$ cat src/hdl/bgms_pkg.sv
// Shared constants and types of the glyph metric scanner.
package bgms_pkg;

  // Configuration register indexes
  localparam logic [7:0] REG_CELL_SIDE = 8'd0;
  localparam logic [7:0] REG_KEY_COLOR = 8'd1;

  // Register reset values
  localparam logic [5:0]  SIDE_RESET = 6'd16;
  localparam logic [31:0] KEY_RESET  = 32'h00FF_00FF;

  // Cell whose last ink row sets the base row ('A')
  localparam int GLYPH_A = 65;

  // Depth of the cell record queue between front and back
  localparam int QUEUE_DEPTH = 4;
  localparam int QPTR_W      = $clog2(QUEUE_DEPTH);

  // Fixed widths of the result fields
  localparam int CELL_NUM_W = 8;
  localparam int LEFT_W     = 5;
  localparam int WIDTH_W    = 6;
  localparam int TOP_W      = 6;
  localparam int ADV_W      = 7;
  localparam int ADV_MAX    = 63;
  localparam int ADV_MIN    = -64;

  typedef struct packed {
    logic full;
    logic empty;
  } q_status_t;

endpackage

$ cat src/hdl/bitmap_glyph_metric_scanner.sv
// Glyph metric scanner: top level with configuration registers and the record queue.
//
// Usage: pixels enter on the in_ channel, one 32-bit pixel per accepted item,
// row-major inside each square cell, cell after cell. Raise in_sheet_start
// with the first pixel of a sheet. The last pixel of each cell yields one
// result on the out_ channel: cell number, left ink column, ink width, the
// sheet-wide top trim and the line advance (base row minus top trim).
// Configuration: cfg_index 0 writes the cell side, 1 the key color; cfg_ready
// is always high. Write only while no cell result is pending.
// Throughput: one pixel per clock while in_stall is low. The front end scans
// a pixel in the cycle it is accepted; a finished cell record goes into a
// four-entry queue, and the back end loads it from the queue into the result
// register when that register is free or being drained.
// When out_stall is high the result holds; the queue absorbs up to four more
// finished cells before in_stall rises.
// Reset (rst_n low, synchronous) restores side 16, key 0xFF00FF, cell 0,
// and empties the queue and the result register.
module bitmap_glyph_metric_scanner
  import bgms_pkg::*;
#(
  parameter int MAX_SIDE  = 32,
  parameter int MAX_CELLS = 256
) (
  input  logic                   clk,
  input  logic                   rst_n,
  input  logic                   cfg_valid,
  output logic                   cfg_ready,
  input  logic [7:0]             cfg_index,
  input  logic [31:0]            cfg_wdata,
  input  logic                   in_valid,
  output logic                   in_stall,
  input  logic [31:0]            in_pixel_value,
  input  logic                   in_sheet_start,
  output logic                   out_valid,
  input  logic                   out_stall,
  output logic [CELL_NUM_W-1:0]  out_cell_number,
  output logic [LEFT_W-1:0]      out_left_offset,
  output logic [WIDTH_W-1:0]     out_glyph_width,
  output logic [TOP_W-1:0]       out_top_trim,
  output logic signed [ADV_W-1:0] out_line_advance
);

  localparam int SW    = $clog2(MAX_SIDE + 1);
  localparam int CW    = $clog2(MAX_SIDE);
  localparam int CNT_W = $clog2(MAX_CELLS);
  localparam int REC_W = MAX_SIDE + 4 * SW + CNT_W + 1;

  logic [5:0]  cell_side_r, cell_side_nxt;
  logic [31:0] key_color_r, key_color_nxt;
  logic [SW-1:0] side;

  logic        accept, cell_done, push, pop;
  q_status_t   q_status;
  logic [REC_W-1:0] push_data, head_data;

  logic [MAX_SIDE-1:0] f_mask, b_mask;
  logic [SW-1:0]       f_first, f_last, f_side, f_start_side;
  logic [SW-1:0]       b_first, b_last, b_side, b_start_side;
  logic [CNT_W-1:0]    f_cell, b_cell;
  logic                f_new_sheet, b_new_sheet;

  assign cfg_ready = 1'b1;

  always_comb begin
    cell_side_nxt = cell_side_r;
    key_color_nxt = key_color_r;
    if (cfg_valid && cfg_ready) begin
      if (cfg_index == REG_CELL_SIDE) cell_side_nxt = cfg_wdata[5:0];
      else if (cfg_index == REG_KEY_COLOR) key_color_nxt = cfg_wdata;
    end
    // Clamp side: zero acts as one, oversize as the maximum
    if (cell_side_r == '0) side = SW'(1);
    else if (int'(cell_side_r) > MAX_SIDE) side = SW'(MAX_SIDE);
    else side = SW'(cell_side_r);
  end

  always_ff @(posedge clk) begin
    if (!rst_n) begin
      cell_side_r <= SIDE_RESET;
      key_color_r <= KEY_RESET;
    end else begin
      cell_side_r <= cell_side_nxt;
      key_color_r <= key_color_nxt;
    end
  end

  assign in_stall = q_status.full;
  assign accept   = in_valid && !in_stall;
  assign push     = accept && cell_done;

  bgms_front #(
    .MAX_SIDE  (MAX_SIDE),
    .MAX_CELLS (MAX_CELLS),
    .SW        (SW),
    .CW        (CW),
    .CNT_W     (CNT_W)
  ) u_front (
    .clk            (clk),
    .rst_n          (rst_n),
    .accept         (accept),
    .pixel_value    (in_pixel_value),
    .sheet_start    (in_sheet_start),
    .key_color      (key_color_r),
    .side           (side),
    .cell_done      (cell_done),
    .rec_mask       (f_mask),
    .rec_first      (f_first),
    .rec_last       (f_last),
    .rec_side       (f_side),
    .rec_cell       (f_cell),
    .rec_new_sheet  (f_new_sheet),
    .rec_start_side (f_start_side)
  );

  assign push_data = {f_mask, f_first, f_last, f_side, f_cell, f_new_sheet, f_start_side};

  bgms_queue #(
    .WIDTH (REC_W)
  ) u_queue (
    .clk       (clk),
    .rst_n     (rst_n),
    .push      (push),
    .push_data (push_data),
    .pop       (pop),
    .head_data (head_data),
    .status    (q_status)
  );

  assign {b_mask, b_first, b_last, b_side, b_cell, b_new_sheet, b_start_side} = head_data;

  bgms_back #(
    .MAX_SIDE  (MAX_SIDE),
    .MAX_CELLS (MAX_CELLS),
    .SW        (SW),
    .CW        (CW),
    .CNT_W     (CNT_W)
  ) u_back (
    .clk              (clk),
    .rst_n            (rst_n),
    .q_status         (q_status),
    .rec_mask         (b_mask),
    .rec_first        (b_first),
    .rec_last         (b_last),
    .rec_side         (b_side),
    .rec_cell         (b_cell),
    .rec_new_sheet    (b_new_sheet),
    .rec_start_side   (b_start_side),
    .pop              (pop),
    .out_valid        (out_valid),
    .out_stall        (out_stall),
    .out_cell_number  (out_cell_number),
    .out_left_offset  (out_left_offset),
    .out_glyph_width  (out_glyph_width),
    .out_top_trim     (out_top_trim),
    .out_line_advance (out_line_advance)
  );

endmodule

$ cat src/hdl/bgms_front.sv
// Front end: classifies each pixel as ink and builds the per-cell record.
module bgms_front
  import bgms_pkg::*;
#(
  parameter int MAX_SIDE  = 32,
  parameter int MAX_CELLS = 256,
  parameter int SW        = $clog2(MAX_SIDE + 1),
  parameter int CW        = $clog2(MAX_SIDE),
  parameter int CNT_W     = $clog2(MAX_CELLS)
) (
  input  logic                clk,
  input  logic                rst_n,
  input  logic                accept,
  input  logic [31:0]         pixel_value,
  input  logic                sheet_start,
  input  logic [31:0]         key_color,
  input  logic [SW-1:0]       side,
  output logic                cell_done,
  output logic [MAX_SIDE-1:0] rec_mask,
  output logic [SW-1:0]       rec_first,
  output logic [SW-1:0]       rec_last,
  output logic [SW-1:0]       rec_side,
  output logic [CNT_W-1:0]    rec_cell,
  output logic                rec_new_sheet,
  output logic [SW-1:0]       rec_start_side
);

  localparam logic [SW-1:0]    NONE_ROW = SW'(MAX_SIDE);
  localparam logic [CNT_W-1:0] CNT_LAST = CNT_W'(MAX_CELLS - 1);

  logic [CW-1:0]       col_r, col_nxt, row_r, row_nxt;
  logic [MAX_SIDE-1:0] mask_r, mask_nxt;
  logic [SW-1:0]       first_r, first_nxt, last_r, last_nxt;
  logic [CNT_W-1:0]    cnt_r, cnt_nxt;
  logic                new_sheet_r, new_sheet_nxt;
  logic [SW-1:0]       start_side_r, start_side_nxt;

  logic [CW-1:0]       col, row;
  logic [MAX_SIDE-1:0] mask, mask_upd;
  logic [SW-1:0]       first, last, first_upd, last_upd;
  logic [CNT_W-1:0]    cnt;
  logic                ink, last_col, last_row;

  always_comb begin
    // A sheet start drops the partial cell and begins cell 0
    col   = sheet_start ? '0 : col_r;
    row   = sheet_start ? '0 : row_r;
    mask  = sheet_start ? '0 : mask_r;
    first = sheet_start ? NONE_ROW : first_r;
    last  = sheet_start ? NONE_ROW : last_r;
    cnt   = sheet_start ? '0 : cnt_r;

    ink       = pixel_value != key_color;
    mask_upd  = ink ? (mask | (MAX_SIDE'(1) << col)) : mask;
    first_upd = (ink && first == NONE_ROW) ? SW'(row) : first;
    last_upd  = ink ? SW'(row) : last;

    last_col  = (SW'(col) + SW'(1)) >= side;
    last_row  = (SW'(row) + SW'(1)) >= side;
    cell_done = last_col && last_row;

    rec_mask       = mask_upd;
    rec_first      = first_upd;
    rec_last       = last_upd;
    rec_side       = side;
    rec_cell       = cnt;
    rec_new_sheet  = sheet_start | new_sheet_r;
    rec_start_side = sheet_start ? side : start_side_r;

    col_nxt        = col_r;
    row_nxt        = row_r;
    mask_nxt       = mask_r;
    first_nxt      = first_r;
    last_nxt       = last_r;
    cnt_nxt        = cnt_r;
    new_sheet_nxt  = new_sheet_r;
    start_side_nxt = start_side_r;

    if (accept) begin
      if (cell_done) begin
        col_nxt       = '0;
        row_nxt       = '0;
        mask_nxt      = '0;
        first_nxt     = NONE_ROW;
        last_nxt      = NONE_ROW;
        cnt_nxt       = (cnt == CNT_LAST) ? '0 : cnt + CNT_W'(1);
        new_sheet_nxt = 1'b0;
      end else begin
        col_nxt        = last_col ? '0 : col + CW'(1);
        row_nxt        = last_col ? row + CW'(1) : row;
        mask_nxt       = mask_upd;
        first_nxt      = first_upd;
        last_nxt       = last_upd;
        cnt_nxt        = cnt;
        new_sheet_nxt  = rec_new_sheet;
      end
      start_side_nxt = rec_start_side;
    end
  end

  always_ff @(posedge clk) begin
    if (!rst_n) begin
      col_r        <= '0;
      row_r        <= '0;
      mask_r       <= '0;
      first_r      <= NONE_ROW;
      last_r       <= NONE_ROW;
      cnt_r        <= '0;
      new_sheet_r  <= 1'b0;
      start_side_r <= '0;
    end else begin
      col_r        <= col_nxt;
      row_r        <= row_nxt;
      mask_r       <= mask_nxt;
      first_r      <= first_nxt;
      last_r       <= last_nxt;
      cnt_r        <= cnt_nxt;
      new_sheet_r  <= new_sheet_nxt;
      start_side_r <= start_side_nxt;
    end
  end

endmodule

$ cat src/hdl/bgms_queue.sv
// Short queue of finished cell records between front and back.
module bgms_queue
  import bgms_pkg::*;
#(
  parameter int WIDTH = 64
) (
  input  logic             clk,
  input  logic             rst_n,
  input  logic             push,
  input  logic [WIDTH-1:0] push_data,
  input  logic             pop,
  output logic [WIDTH-1:0] head_data,
  output q_status_t        status
);

  localparam logic [QPTR_W:0] FULL_COUNT = (QPTR_W + 1)'(QUEUE_DEPTH);

  logic [WIDTH-1:0]  entry_r [QUEUE_DEPTH];
  logic [QPTR_W-1:0] wr_ptr_r, wr_ptr_nxt, rd_ptr_r, rd_ptr_nxt;
  logic [QPTR_W:0]   count_r, count_nxt;

  always_comb begin
    wr_ptr_nxt = push ? wr_ptr_r + QPTR_W'(1) : wr_ptr_r;
    rd_ptr_nxt = pop ? rd_ptr_r + QPTR_W'(1) : rd_ptr_r;
    count_nxt  = count_r + (QPTR_W + 1)'(push) - (QPTR_W + 1)'(pop);
    head_data    = entry_r[rd_ptr_r];
    status.full  = count_r == FULL_COUNT;
    status.empty = count_r == '0;
  end

  always_ff @(posedge clk) begin
    if (push) begin
      entry_r[wr_ptr_r] <= push_data;
    end
  end

  always_ff @(posedge clk) begin
    if (!rst_n) begin
      wr_ptr_r <= '0;
      rd_ptr_r <= '0;
      count_r  <= '0;
    end else begin
      wr_ptr_r <= wr_ptr_nxt;
      rd_ptr_r <= rd_ptr_nxt;
      count_r  <= count_nxt;
    end
  end

endmodule

$ cat src/hdl/bgms_back.sv
// Back end: ink extent of a cell, sheet top and base row, result register.
module bgms_back
  import bgms_pkg::*;
#(
  parameter int MAX_SIDE  = 32,
  parameter int MAX_CELLS = 256,
  parameter int SW        = $clog2(MAX_SIDE + 1),
  parameter int CW        = $clog2(MAX_SIDE),
  parameter int CNT_W     = $clog2(MAX_CELLS)
) (
  input  logic                  clk,
  input  logic                  rst_n,
  input  q_status_t             q_status,
  input  logic [MAX_SIDE-1:0]   rec_mask,
  input  logic [SW-1:0]         rec_first,
  input  logic [SW-1:0]         rec_last,
  input  logic [SW-1:0]         rec_side,
  input  logic [CNT_W-1:0]      rec_cell,
  input  logic                  rec_new_sheet,
  input  logic [SW-1:0]         rec_start_side,
  output logic                  pop,
  output logic                  out_valid,
  input  logic                  out_stall,
  output logic [CELL_NUM_W-1:0] out_cell_number,
  output logic [LEFT_W-1:0]     out_left_offset,
  output logic [WIDTH_W-1:0]    out_glyph_width,
  output logic [TOP_W-1:0]      out_top_trim,
  output logic signed [ADV_W-1:0] out_line_advance
);

  localparam logic [SW-1:0] NONE_ROW  = SW'(MAX_SIDE);
  localparam int            TOP_INIT  = (int'(SIDE_RESET) > MAX_SIDE) ? MAX_SIDE
                                                                      : int'(SIDE_RESET);
  localparam logic [SW-1:0] TOP_RESET = SW'(TOP_INIT);

  logic [SW-1:0] top_r, top_nxt, base_r, base_nxt;
  logic          out_valid_r, out_valid_nxt;

  logic [CELL_NUM_W-1:0]   cell_r;
  logic [LEFT_W-1:0]       left_r;
  logic [WIDTH_W-1:0]      width_r;
  logic [TOP_W-1:0]        trim_r;
  logic signed [ADV_W-1:0] adv_r;

  logic [CW-1:0]   lo, hi;
  logic [SW-1:0]   left_calc, width_calc, top0, base0;
  logic [31:0]     cell_ext, left_ext, width_ext, top_ext;
  logic            empty_cell;
  int              adv;

  always_comb begin
    lo = '0;
    hi = '0;
    for (int i = MAX_SIDE - 1; i >= 0; i--) begin
      if (rec_mask[i]) lo = CW'(i);
    end
    for (int i = 0; i < MAX_SIDE; i++) begin
      if (rec_mask[i]) hi = CW'(i);
    end
    empty_cell = rec_mask == '0;
    left_calc  = empty_cell ? '0 : SW'(lo);
    width_calc = empty_cell ? rec_side : SW'(hi) - SW'(lo) + SW'(1);

    // A new sheet restarts top and base at the side seen at its start
    top0  = rec_new_sheet ? rec_start_side : top_r;
    base0 = rec_new_sheet ? rec_start_side : base_r;
    top_nxt  = (rec_first != NONE_ROW && rec_first < top0) ? rec_first : top0;
    base_nxt = (int'(rec_cell) == GLYPH_A && rec_last != NONE_ROW) ? rec_last : base0;

    adv = int'(base_nxt) - int'(top_nxt);
    if (adv > ADV_MAX) adv = ADV_MAX;
    if (adv < ADV_MIN) adv = ADV_MIN;

    cell_ext  = 32'(rec_cell);
    left_ext  = 32'(left_calc);
    width_ext = 32'(width_calc);
    top_ext   = 32'(top_nxt);

    // Take the next record when the result register is free or being drained
    pop           = !q_status.empty && (!out_valid_r || !out_stall);
    out_valid_nxt = pop || (out_valid_r && out_stall);
  end

  always_ff @(posedge clk) begin
    if (!rst_n) begin
      out_valid_r <= 1'b0;
      top_r       <= TOP_RESET;
      base_r      <= TOP_RESET;
    end else begin
      out_valid_r <= out_valid_nxt;
      if (pop) begin
        top_r  <= top_nxt;
        base_r <= base_nxt;
      end
    end
  end

  always_ff @(posedge clk) begin
    if (pop) begin
      cell_r  <= cell_ext[CELL_NUM_W-1:0];
      left_r  <= left_ext[LEFT_W-1:0];
      width_r <= width_ext[WIDTH_W-1:0];
      trim_r  <= top_ext[TOP_W-1:0];
      adv_r   <= ADV_W'(adv);
    end
  end

  assign out_valid        = out_valid_r;
  assign out_cell_number  = cell_r;
  assign out_left_offset  = left_r;
  assign out_glyph_width  = width_r;
  assign out_top_trim     = trim_r;
  assign out_line_advance = adv_r;

endmodule

$ cat config.mk
export PLATFORM = sky130hd
export DESIGN_NAME = bitmap_glyph_metric_scanner
export DESIGN_NICKNAME = d
export VERILOG_FILES = /design/src/hdl/bgms_pkg.sv /design/src/hdl/bitmap_glyph_metric_scanner.sv /design/src/hdl/bgms_front.sv /design/src/hdl/bgms_queue.sv /design/src/hdl/bgms_back.sv
export SDC_FILE = /design/constraint.sdc
export NUM_CORES = 1
export LEC_CHECK = 0
export ABC_AREA = 1
export BUFFER_PORTS_ARGS = -buffer_cell sky130_fd_sc_hd__buf_2
export CAP_MARGIN = 15
export CORE_AREA = 2 2 179 181
export CTS_CLUSTER_DIAMETER = 120
export CTS_CLUSTER_SIZE = 25
export DETAILED_ROUTE_END_ITERATION = 12
export DIE_AREA = 0 0 181 183
export PLACE_DENSITY = 0.79
export REMOVE_ABC_BUFFERS = 1
export SLEW_MARGIN = 15
export SYNTH_ARGS = -nofsm -noshare
export SYNTH_HDL_FRONTEND = slang
export SYNTH_SLANG_ARGS = --single-unit
$ cat constraint.sdc
create_clock -name clk -period 8.35 [get_ports clk]
set_clock_uncertainty 0.2 [all_clocks]
set_input_delay 0 -clock clk [delete_from_list [all_inputs] [get_ports clk]]
set_output_delay 0 -clock clk [all_outputs]
set_load 0.02 [all_outputs]
==> qor.csv, run 1 <==
metric,value,unit
CP required,8.43,ns
vias in the first global route,13600,
Tcrit/Tclk final,67.8,%
first-pass GRT wire length,70100,µm
Yosys top cell by area,edfxtp_1,
syn avg cell area,9.94,µm²
clk sinks,421,
"Buf+Inv Stages, Crit Path",3,
Syn Std Cell Area,18700,µm²
status,"finished, final reports clean",
gr busiest metal,met2,
Post-DP HPWL,27400,µm
Setup CP Type,register to register,
CP max stage cell,dfxtp_4,
"CTS clk-pin slew, worst paths",0.10,ns
Pwr per Cell Area,277,nW/µm²
layout cells sized above 1,8.58,%
per-cell routed wire length,18.1,µm
via count,14100,
number of synthesized flops with an enable pin,292,
MaxCap Viol Count,0,
Max transition margin,27.5,%
crit path max fanout,54,
startpoint class of the critical path,register,
post-synthesis cell count,1882,
row cnt,65,
VDD IR max,0.215,mV
clock buffer depth,3,
Root Buffer,clkbuf_16,
die area,33100,µm²
total area of sequential cells,11400,µm²
H-tree depth,1,
met1 Use GR,36.8,%
initial antenna violation count,0,
Remaining DRCs,0,
Yosys reg bits,421,
io pins,113,
Starting DRT DRC Count,1214,
Initial Utilization,59.9,%
Post-CTS Setup Bufs,0,
pin count of the biggest net entering global routing,79,
final wirelength,44000,µm
Logic pwr share,36.7,%
leak pwr,8.08,nW
router iterations before antenna repair,5,
Tot GR Track Use,26.3,%
f_max,177,MHz
remaining global-route overflow,0,
dpl cell area,19500,µm²
post-CTS sizing,0,
GR Util met3,3.04,%
"final std cell area, no fill",20800,µm²
RSZ-0062 raised after global routing,no,
Area growth syn-to-layout,11.4,%
sequential power share,43.9,%
IO buf count,111,
layout net count,2141,
die outline height,183,µm
Vias/cell,5.79,
sequential cell area fraction in the yosys report,60.7,%
asr flop ratio synth,0,%
Crit path largest cell delay,0.73,ns
met2 Resource Use GR,44.2,%
fillers,2302,
switching portion of total power,36.6,%
Final TNS setup,0,ns
share of the synthesized area in the top cell type,46.9,%
Least-Margin Pin Slew,1.08,ns
TritonCTS clock tree,done,
largest cells by area after synthesis,"edfxtp_1, dfxtp_1, nand2_1",
hold buffers post-CTS,76,
Psw,2.12,mW
number of diodes,0,
total CTS buffers,20,
Hold Crit Class,input pin to register,
clk_lat worst skew,0.55,ns
clock share of power,19.5,%
multi-input logic area,6320,µm²
Ys Warns,0,
crit path DAT,5.74,ns
post-route ant nets,0,
Yosys cell types,54,
cell mode on critical path,nand2_1,
Final Hold Violating Endpoints,0,
Top Family by Delay on Critical Path,simple AND/OR/NAND/NOR gates,
"reg-to-reg slack, setup",2.69,ns
Crit. End Element,register,
main flop type after synthesis,edfxtp_1,
Pins Over Slew Limit,0,
final setup fails,0,
Internal,3.66,mW
Core Area,31200,µm²
RD Place Congestion,0.878,
Die X,181,µm
Final min period,5.66,ns
-- metrics by stage --
stage               utilization, %  power, mW  instances  setup slack (ns)  hold slack, ns
detailed placement            62.3       4.66       2318              2.78         0.00406
global route                  66.7       6.13       2430              2.09          0.0699
finish                        66.7       5.77       2430              2.69          0.0394
global placement              62.3       4.57       2318              2.90       -0.000748
floorplan                        -       4.05       1786              1.08          -0.116
CTS                           66.7       5.79       2430              2.73       0.0000119
-- path summary, 6_finish.rpt --
kind	from	end	depth (start not counted)
setup reg to reg	register	u_back.out_glyph_width[5]$_DFFE_PP_	39
hold reg to reg	u_front.mask_r[20]$_SDFFE_PN0P_	u_front.mask_r[20]$_SDFFE_PN0P_	2
hold / removal	cfg_index[4]	key_color_r[13]$_SDFFE_PN0P_	6
setup / recovery	register	u_back.out_glyph_width[5]$_DFFE_PP_	39
-- worst min-delay path, delay by kind of cell --
family | cells | cell delay (ns)
AOI/OAI and AO/OA | 1 | 0.13
and+or+nand+nor | 3 | 0.25
buffers and inverters | 2 | 0.38
-- sequential cells by signal, indices dropped and copies added, names as in the netlist, 5 cells and up, named ones only --
| register | cells |
|---|---|
| cell_side_r | 6 |
| u_back.out_cell_number | 8 |
| u_back.out_left_offset | 5 |
| u_back.out_top_trim | 6 |
| u_back.out_line_advance | 7 |
| u_front.cnt_r | 8 |
| u_front.row_r | 5 |
| u_back.out_glyph_width | 6 |
| u_back.base_r | 6 |
| u_front.col_r | 5 |
| key_color_r | 32 |
| u_front.mask_r | 32 |
| u_queue.entry_r | 260 |
| u_front.last_r | 6 |
| u_front.first_r | 6 |
| u_back.top_r | 6 |
| u_front.start_side_r | 6 |
-- cell usage in the layout (no fill, tap or decap), types with 3 or more instances in the layout --
master / n
nand2_1: 446
edfxtp_1: 292
nor2_1: 172
inv_1: 151
o21ai_0: 141
a21oi_1: 133
dfxtp_1: 128
buf_2: 111
dlygate4sd3_1: 76
ha_1: 46
nand3_1: 44
a32o_1: 43
xnor2_1: 25
o22ai_1: 24
clkbuf_16: 20
buf_4: 19
nor3_1: 17
clkbuf_1: 14
xor2_1: 12
o21ai_1: 10
nand4_1: 9
a32oi_1: 8
o21a_1: 8
a22oi_1: 7
o211ai_1: 6
clkinv_1: 5
or2_2: 5
o41ai_1: 5
nor2_4: 5
nor4_1: 4
a21boi_0: 4
a31oi_1: 3
fa_1: 3
-- metal layers --
metal	wire length, µm	share of wire (%)	up-vias
met5	0	0	-
li1	-	-	6717
met4	905	2.1	0
met1	19000	43	6719
met3	3040	6.9	71
met2	21000	48	569
-- final cells by class --
type                       instances  area share, %
tap                              402           2.41
multi-input combinational       1206           30.3
timing repair buffer             206           7.00
clock buffer                      34           2.65
sequential                       421           54.5
inverter                         159           2.87
clock inverter                     2          0.222
-- power by group through the flow --
stage,Combinational (mW),Clock (mW),Sequential (mW)
2_1_floorplan,1.35,0,2.71
3_3_place_gp,2.00,0,2.57
3_5_place_dp,2.08,0,2.58
4_1_cts,2.11,1.14,2.53
5_1_grt,2.37,1.21,2.55
6_report,2.12,1.13,2.53
-- synth_stat cells, types with 9 or more instances --
| cell type | number |
|---|---|
| nand2_1 | 446 |
| edfxtp_1 | 292 |
| nor2_1 | 176 |
| inv_1 | 151 |
| o21ai_0 | 141 |
| a21oi_1 | 133 |
| dfxtp_1 | 129 |
| clkbuf_1 | 53 |
| ha_1 | 46 |
| nand3_1 | 44 |
| a32o_1 | 43 |
| xnor2_1 | 25 |
| o22ai_1 | 24 |
| nor3_1 | 17 |
| buf_4 | 16 |
| buf_2 | 14 |
| xor2_1 | 12 |
| o21ai_1 | 11 |
| nand4_1 | 9 |
-- cells by family after synthesis --
logic type               Yosys count  share of synthesized area, %
XOR/XNOR                          37                          1.73
buffers and inverters            255                          5.81
adder cells (fa/ha/maj)           49                          3.40
AO/OA/AOI/OAI                    409                          13.2
other                              1                        0.0201
flip-flops                       421                          60.7
AND/OR/NAND/NOR                  707                          15.0
multiplexers                       3                         0.174
No activity file was read; power rests on OpenSTA's default activity.
==> inputs of run 2 (changes only) <==
--- a/config.mk
+++ b/config.mk
@@ -5,15 +5,15 @@
 export SDC_FILE = /design/constraint.sdc
 export NUM_CORES = 1
 export LEC_CHECK = 0
-export ABC_AREA = 1
+export ABC_AREA = 0
 export BUFFER_PORTS_ARGS = -buffer_cell sky130_fd_sc_hd__buf_2
 export CAP_MARGIN = 15
-export CORE_AREA = 2 2 179 181
+export CORE_AREA = 2 2 189 191
 export CTS_CLUSTER_DIAMETER = 120
 export CTS_CLUSTER_SIZE = 25
 export DETAILED_ROUTE_END_ITERATION = 12
-export DIE_AREA = 0 0 181 183
-export PLACE_DENSITY = 0.79
+export DIE_AREA = 0 0 191 193
+export PLACE_DENSITY = 0.75
 export REMOVE_ABC_BUFFERS = 1
 export SLEW_MARGIN = 15
 export SYNTH_ARGS = -nofsm -noshare
==> constraint.sdc (replaced) <==
create_clock -name clk -period 5 [get_ports clk]
set_clock_uncertainty 0.2 [all_clocks]
set_input_delay 0 -clock clk [delete_from_list [all_inputs] [get_ports clk]]
set_output_delay 0 -clock clk [all_outputs]
set_load 0.02 [all_outputs]
==> run 2 against run 1 <==
Net effect:
- area after synthesis is 1.1% higher
- sequential power is 65% higher
- first-iteration DRC count is 12% lower
- maximum frequency is 21% higher
- via count is 14% lower
- power is 73% higher
- combinational power is 84% higher
- worst hold slack worse by 0.013 ns
==> qor.csv, run 2 <==
metric,value,unit,change
status,"finished, final reports clean",,unchanged
die outline height,193,µm,was 183 µm
GR Util met3,3.69,%,was 3.04%
switching portion of total power,33.0,%,was 36.6%
cell with the most instances after synthesis,edfxtp_1,,was nand2_1
Final min period,4.69,ns,was 5.66 ns
sequential cell area fraction in the yosys report,60.1,%,was 60.7%
CP max stage cell,mux4_2,,was dfxtp_4
"post-synthesis share of cell area spent on and, or, nand and nor gates",11.2,%,was 15.0%
first-pass GRT wire length,65100,µm,was 70100 µm
TritonCTS clock tree,done,,unchanged
syn avg cell area,13.2,µm²,was 9.94 µm²
asr flop ratio synth,0,%,unchanged
DP Worst Slack,0.313,ns,was 2.78 ns
"commonest non-fill, non-tap cell in the layout",edfxtp_1,,was nand2_1
H-tree depth,1,,unchanged
Remaining DRCs,0,,unchanged
Setup WS post-layout,0.306,ns,was 2.69 ns
xor/xnor share of the synthesized area,2.27,%,was 1.73%
io pins,113,,unchanged
synth cell count leaders,"edfxtp_1, dfxtp_1, nand2_1",,"was nand2_1, edfxtp_1, nor2_1"
Post-DP HPWL,26700,µm,was 27400 µm
gr busiest metal,met2,,unchanged
worst hold slack,0.0265,ns,was 0.0394 ns
Adder-Cell Fraction of Synth Area,3.36,%,was 3.40%
Pins Over Slew Limit,0,,unchanged
total chip power,9.97,mW,was 5.77 mW
Setup CP Type,register to register,,unchanged
Area growth syn-to-layout,11.2,%,was 11.4%
via count,12200,,was 14100
post-route ant nets,0,,unchanged
"Buf+Inv Stages, Crit Path",2,,was 3
Crit path depth,16,,was 39
total CTS buffers,20,,unchanged
crit path max fanout,15,,was 54
total area of sequential cells,11400,µm²,about the same
met2 Resource Use GR,38.8,%,was 44.2%
clock share of power,19.0,%,was 19.5%
mux cell area share after synthesis,10.1,%,was 0.174%
Root Buffer,clkbuf_16,,unchanged
Internal,6.68,mW,was 3.66 mW
Pwr per Cell Area,474,nW/µm²,was 277 nW/µm²
Ys Warns,0,,unchanged
DP Cell Count,1963,,was 2318
dpl cell area,20000,µm²,was 19500 µm²
Syn Std Cell Area,18900,µm²,was 18700 µm²
Die X,191,µm,was 181 µm
Post-Layout Cell Count,2045,,was 2430
largest family of logic cells by synthesized area,simple AND/OR/NAND/NOR gates,,unchanged
crit path DAT,4.79,ns,was 5.74 ns
Starting DRT DRC Count,1069,,was 1214
fillers,2619,,was 2302
largest cells by area after synthesis,"edfxtp_1, dfxtp_1, mux4_2",,"was edfxtp_1, dfxtp_1, nand2_1"
cell mode on critical path,a21o_1,,was nand2_1
Tcrit/Tclk final,93.9,%,was 67.8%
Synth Area in Compound Gates,9.88,%,was 13.2%
clk_lat worst skew,0.54,ns,was 0.55 ns
f_max,213,MHz,was 177 MHz
layout net count,1696,,was 2141
Psw,3.29,mW,was 2.12 mW
Crit path largest cell delay,0.62,ns,was 0.73 ns
RD Place Congestion,0.885,,was 0.878
Tot GR Track Use,22.4,%,was 26.3%
router iterations before antenna repair,5,,unchanged
max reg flops,260,,unchanged
CP required,5.10,ns,was 8.43 ns
MaxCap Viol Count,0,,unchanged
pin count of the biggest net entering global routing,70,,was 79
number of synthesized flops with an enable pin,292,,unchanged
clock buffer depth,3,,unchanged
biggest regs,"u_queue.entry_r: 260 flops, key_color_r: 32 flops, u_front.mask_r: 32 flops",,unchanged
post-synthesis cell count,1435,,was 1882
Final Hold Violating Endpoints,0,,unchanged
Hold Path Depth,4,,was 6
final setup fails,0,,unchanged
met1 Use GR,29.2,%,was 36.8%
Vias/cell,5.95,,was 5.79
post-layout util,60.1,%,was 66.7%
Core Area,35000,µm²,was 31200 µm²
main flop type after synthesis,edfxtp_1,,unchanged
remaining global-route overflow,0,,unchanged
die area,36900,µm²,was 33100 µm²
Top Family by Delay on Critical Path,compound AO/OA/AOI/OAI gates,,was simple AND/OR/NAND/NOR gates
per-cell routed wire length,19.9,µm,was 18.1 µm
Logic pwr share,39.2,%,was 36.7%
Final TNS setup,0,ns,unchanged
clk sinks,421,,unchanged
IO buf count,111,,unchanged
initial antenna violation count,1,,was 0
vias in the first global route,12500,,was 13600
Top reg by flops,u_queue.entry_r,,unchanged
row cnt,69,,was 65
leak pwr,7.43,nW,was 8.08 nW
Yosys cell types,89,,was 54
Yosys reg bits,421,,unchanged
layout cells sized above 1,17.3,%,was 8.58%
multi-input logic area,6980,µm²,was 6320 µm²
Crit. End Element,register,,unchanged
"CTS clk-pin slew, worst paths",0.10,ns,about the same
Max transition margin,30.4,%,was 27.5%
reg2reg path depth,16,,was 39
cells along the critical path,mux4_2 > and2_1 > a21o_1 > inv_1 > ha_1 > a21o_1 > a32oi_1 > o21ai_1 > a221oi_2 > buf_4 > mux2i_1 > ha_1 > a21o_1 > a21o_1 > a21oi_1 > xnor2_1,,
final wirelength,40700,µm,was 44000 µm
VDD IR max,0.481,mV,was 0.215 mV
Least-Margin Pin Slew,1.04,ns,was 1.08 ns
share of the synthesized area in the top cell type,46.4,%,was 46.9%
sequential power share,41.8,%,was 43.9%
startpoint class of the critical path,register,,unchanged
"final std cell area, no fill",21000,µm²,was 20800 µm²
Initial Utilization,54.1,%,was 59.9%
Yosys top cell by area,edfxtp_1,,unchanged
Hold Crit Class,input pin to register,,unchanged
most frequent cells in the layout,"edfxtp_1, dfxtp_1, nand2_1",,"was nand2_1, edfxtp_1, nor2_1"
RSZ-0062 raised after global routing,no,,unchanged
==> run 2: cell types whose count changed after synthesis, sizes merged, moves of 65 or more <==
cell / previous run / this run
nand2: 446 / 128
o21ai: 152 / 43
inv: 154 / 50
a21oi: 134 / 36
nor2: 177 / 92
mux4: 0 / 65
==> run 2: per-layer routing <==
metal	routed length [µm]	vias up
met5	0	-
met4	888	0
met3	2680	59
met2	20000	424
met1	17200	6013
li1	-	5679
==> run 2: what timing repair did <==
item                                   CTS  global route
hold buffers                            45             0
setup buffers                            0             0
setup endpoints to repair                0             2
endpoints found under the hold margin  107             0
gates resized for setup                  0             2
==> run 2: logic make-up (layout without fill, tap and decap cells) <==
group / Yosys count / in the layout
xor gates and xnor gates: 49 / 49
buffers and inverters: 128 / 276
AOI/OAI and AO/OA: 263 / 263
other: 1 / 2
adders and majority gates: 49 / 49
DFF: 421 / 421
and+or+nand+nor: 419 / 419
muxes: 105 / 105
==> run 2: path summary, 6_finish.rpt <==
check	startpoint	to	slack (ns)
setup reg to reg	register	u_back.out_line_advance[5]$_SDFFCE_PN1P_	0.31
setup / recovery	register	u_back.out_line_advance[5]$_SDFFCE_PN1P_	0.31
hold / removal	cfg_wdata[17]	key_color_r[17]$_SDFFE_PN1P_	0.03
hold reg to reg	u_front.last_r[4]$_SDFFE_PN0P_	u_front.last_r[4]$_SDFFE_PN0P_	0.28
==> run 2: layout make-up <==
class | count | area share, %
sequential | 421 | 54.0
multi-input combinational | 886 | 33.2
antenna | 1 | 0.0119
tap | 461 | 2.74
timing repair buffer | 188 | 6.24
clock inverter | 1 | 0.143
inverter | 52 | 0.928
clock buffer | 35 | 2.75
==> run 2: power groups by stage <==
stage                     logic (mW)  clock network (mW)  registers [mW]
after global routing            4.29                2.03            4.20
after detailed placement        3.85                   0            4.26
after floorplan                 2.64                   0            4.52
after global placement          3.76                   0            4.25
final                           3.91                1.89            4.17
after CTS                       3.90                1.92            4.18
==> run 2: worst reg2reg max path, cell delays in order (launching register included) <==
cell and delay (ns):
dfxtp_4 0.54, mux4_2 0.63, and2_1 0.19, a21o_1 0.17, inv_1 0.08, ha_1 0.25
a21o_1 0.18, a32oi_1 0.17, o21ai_1 0.11, a221oi_2 0.45, buf_4 0.28, mux2i_1 0.28
ha_1 0.30, a21o_1 0.19, a21o_1 0.18, a21oi_1 0.17, xnor2_1 0.08
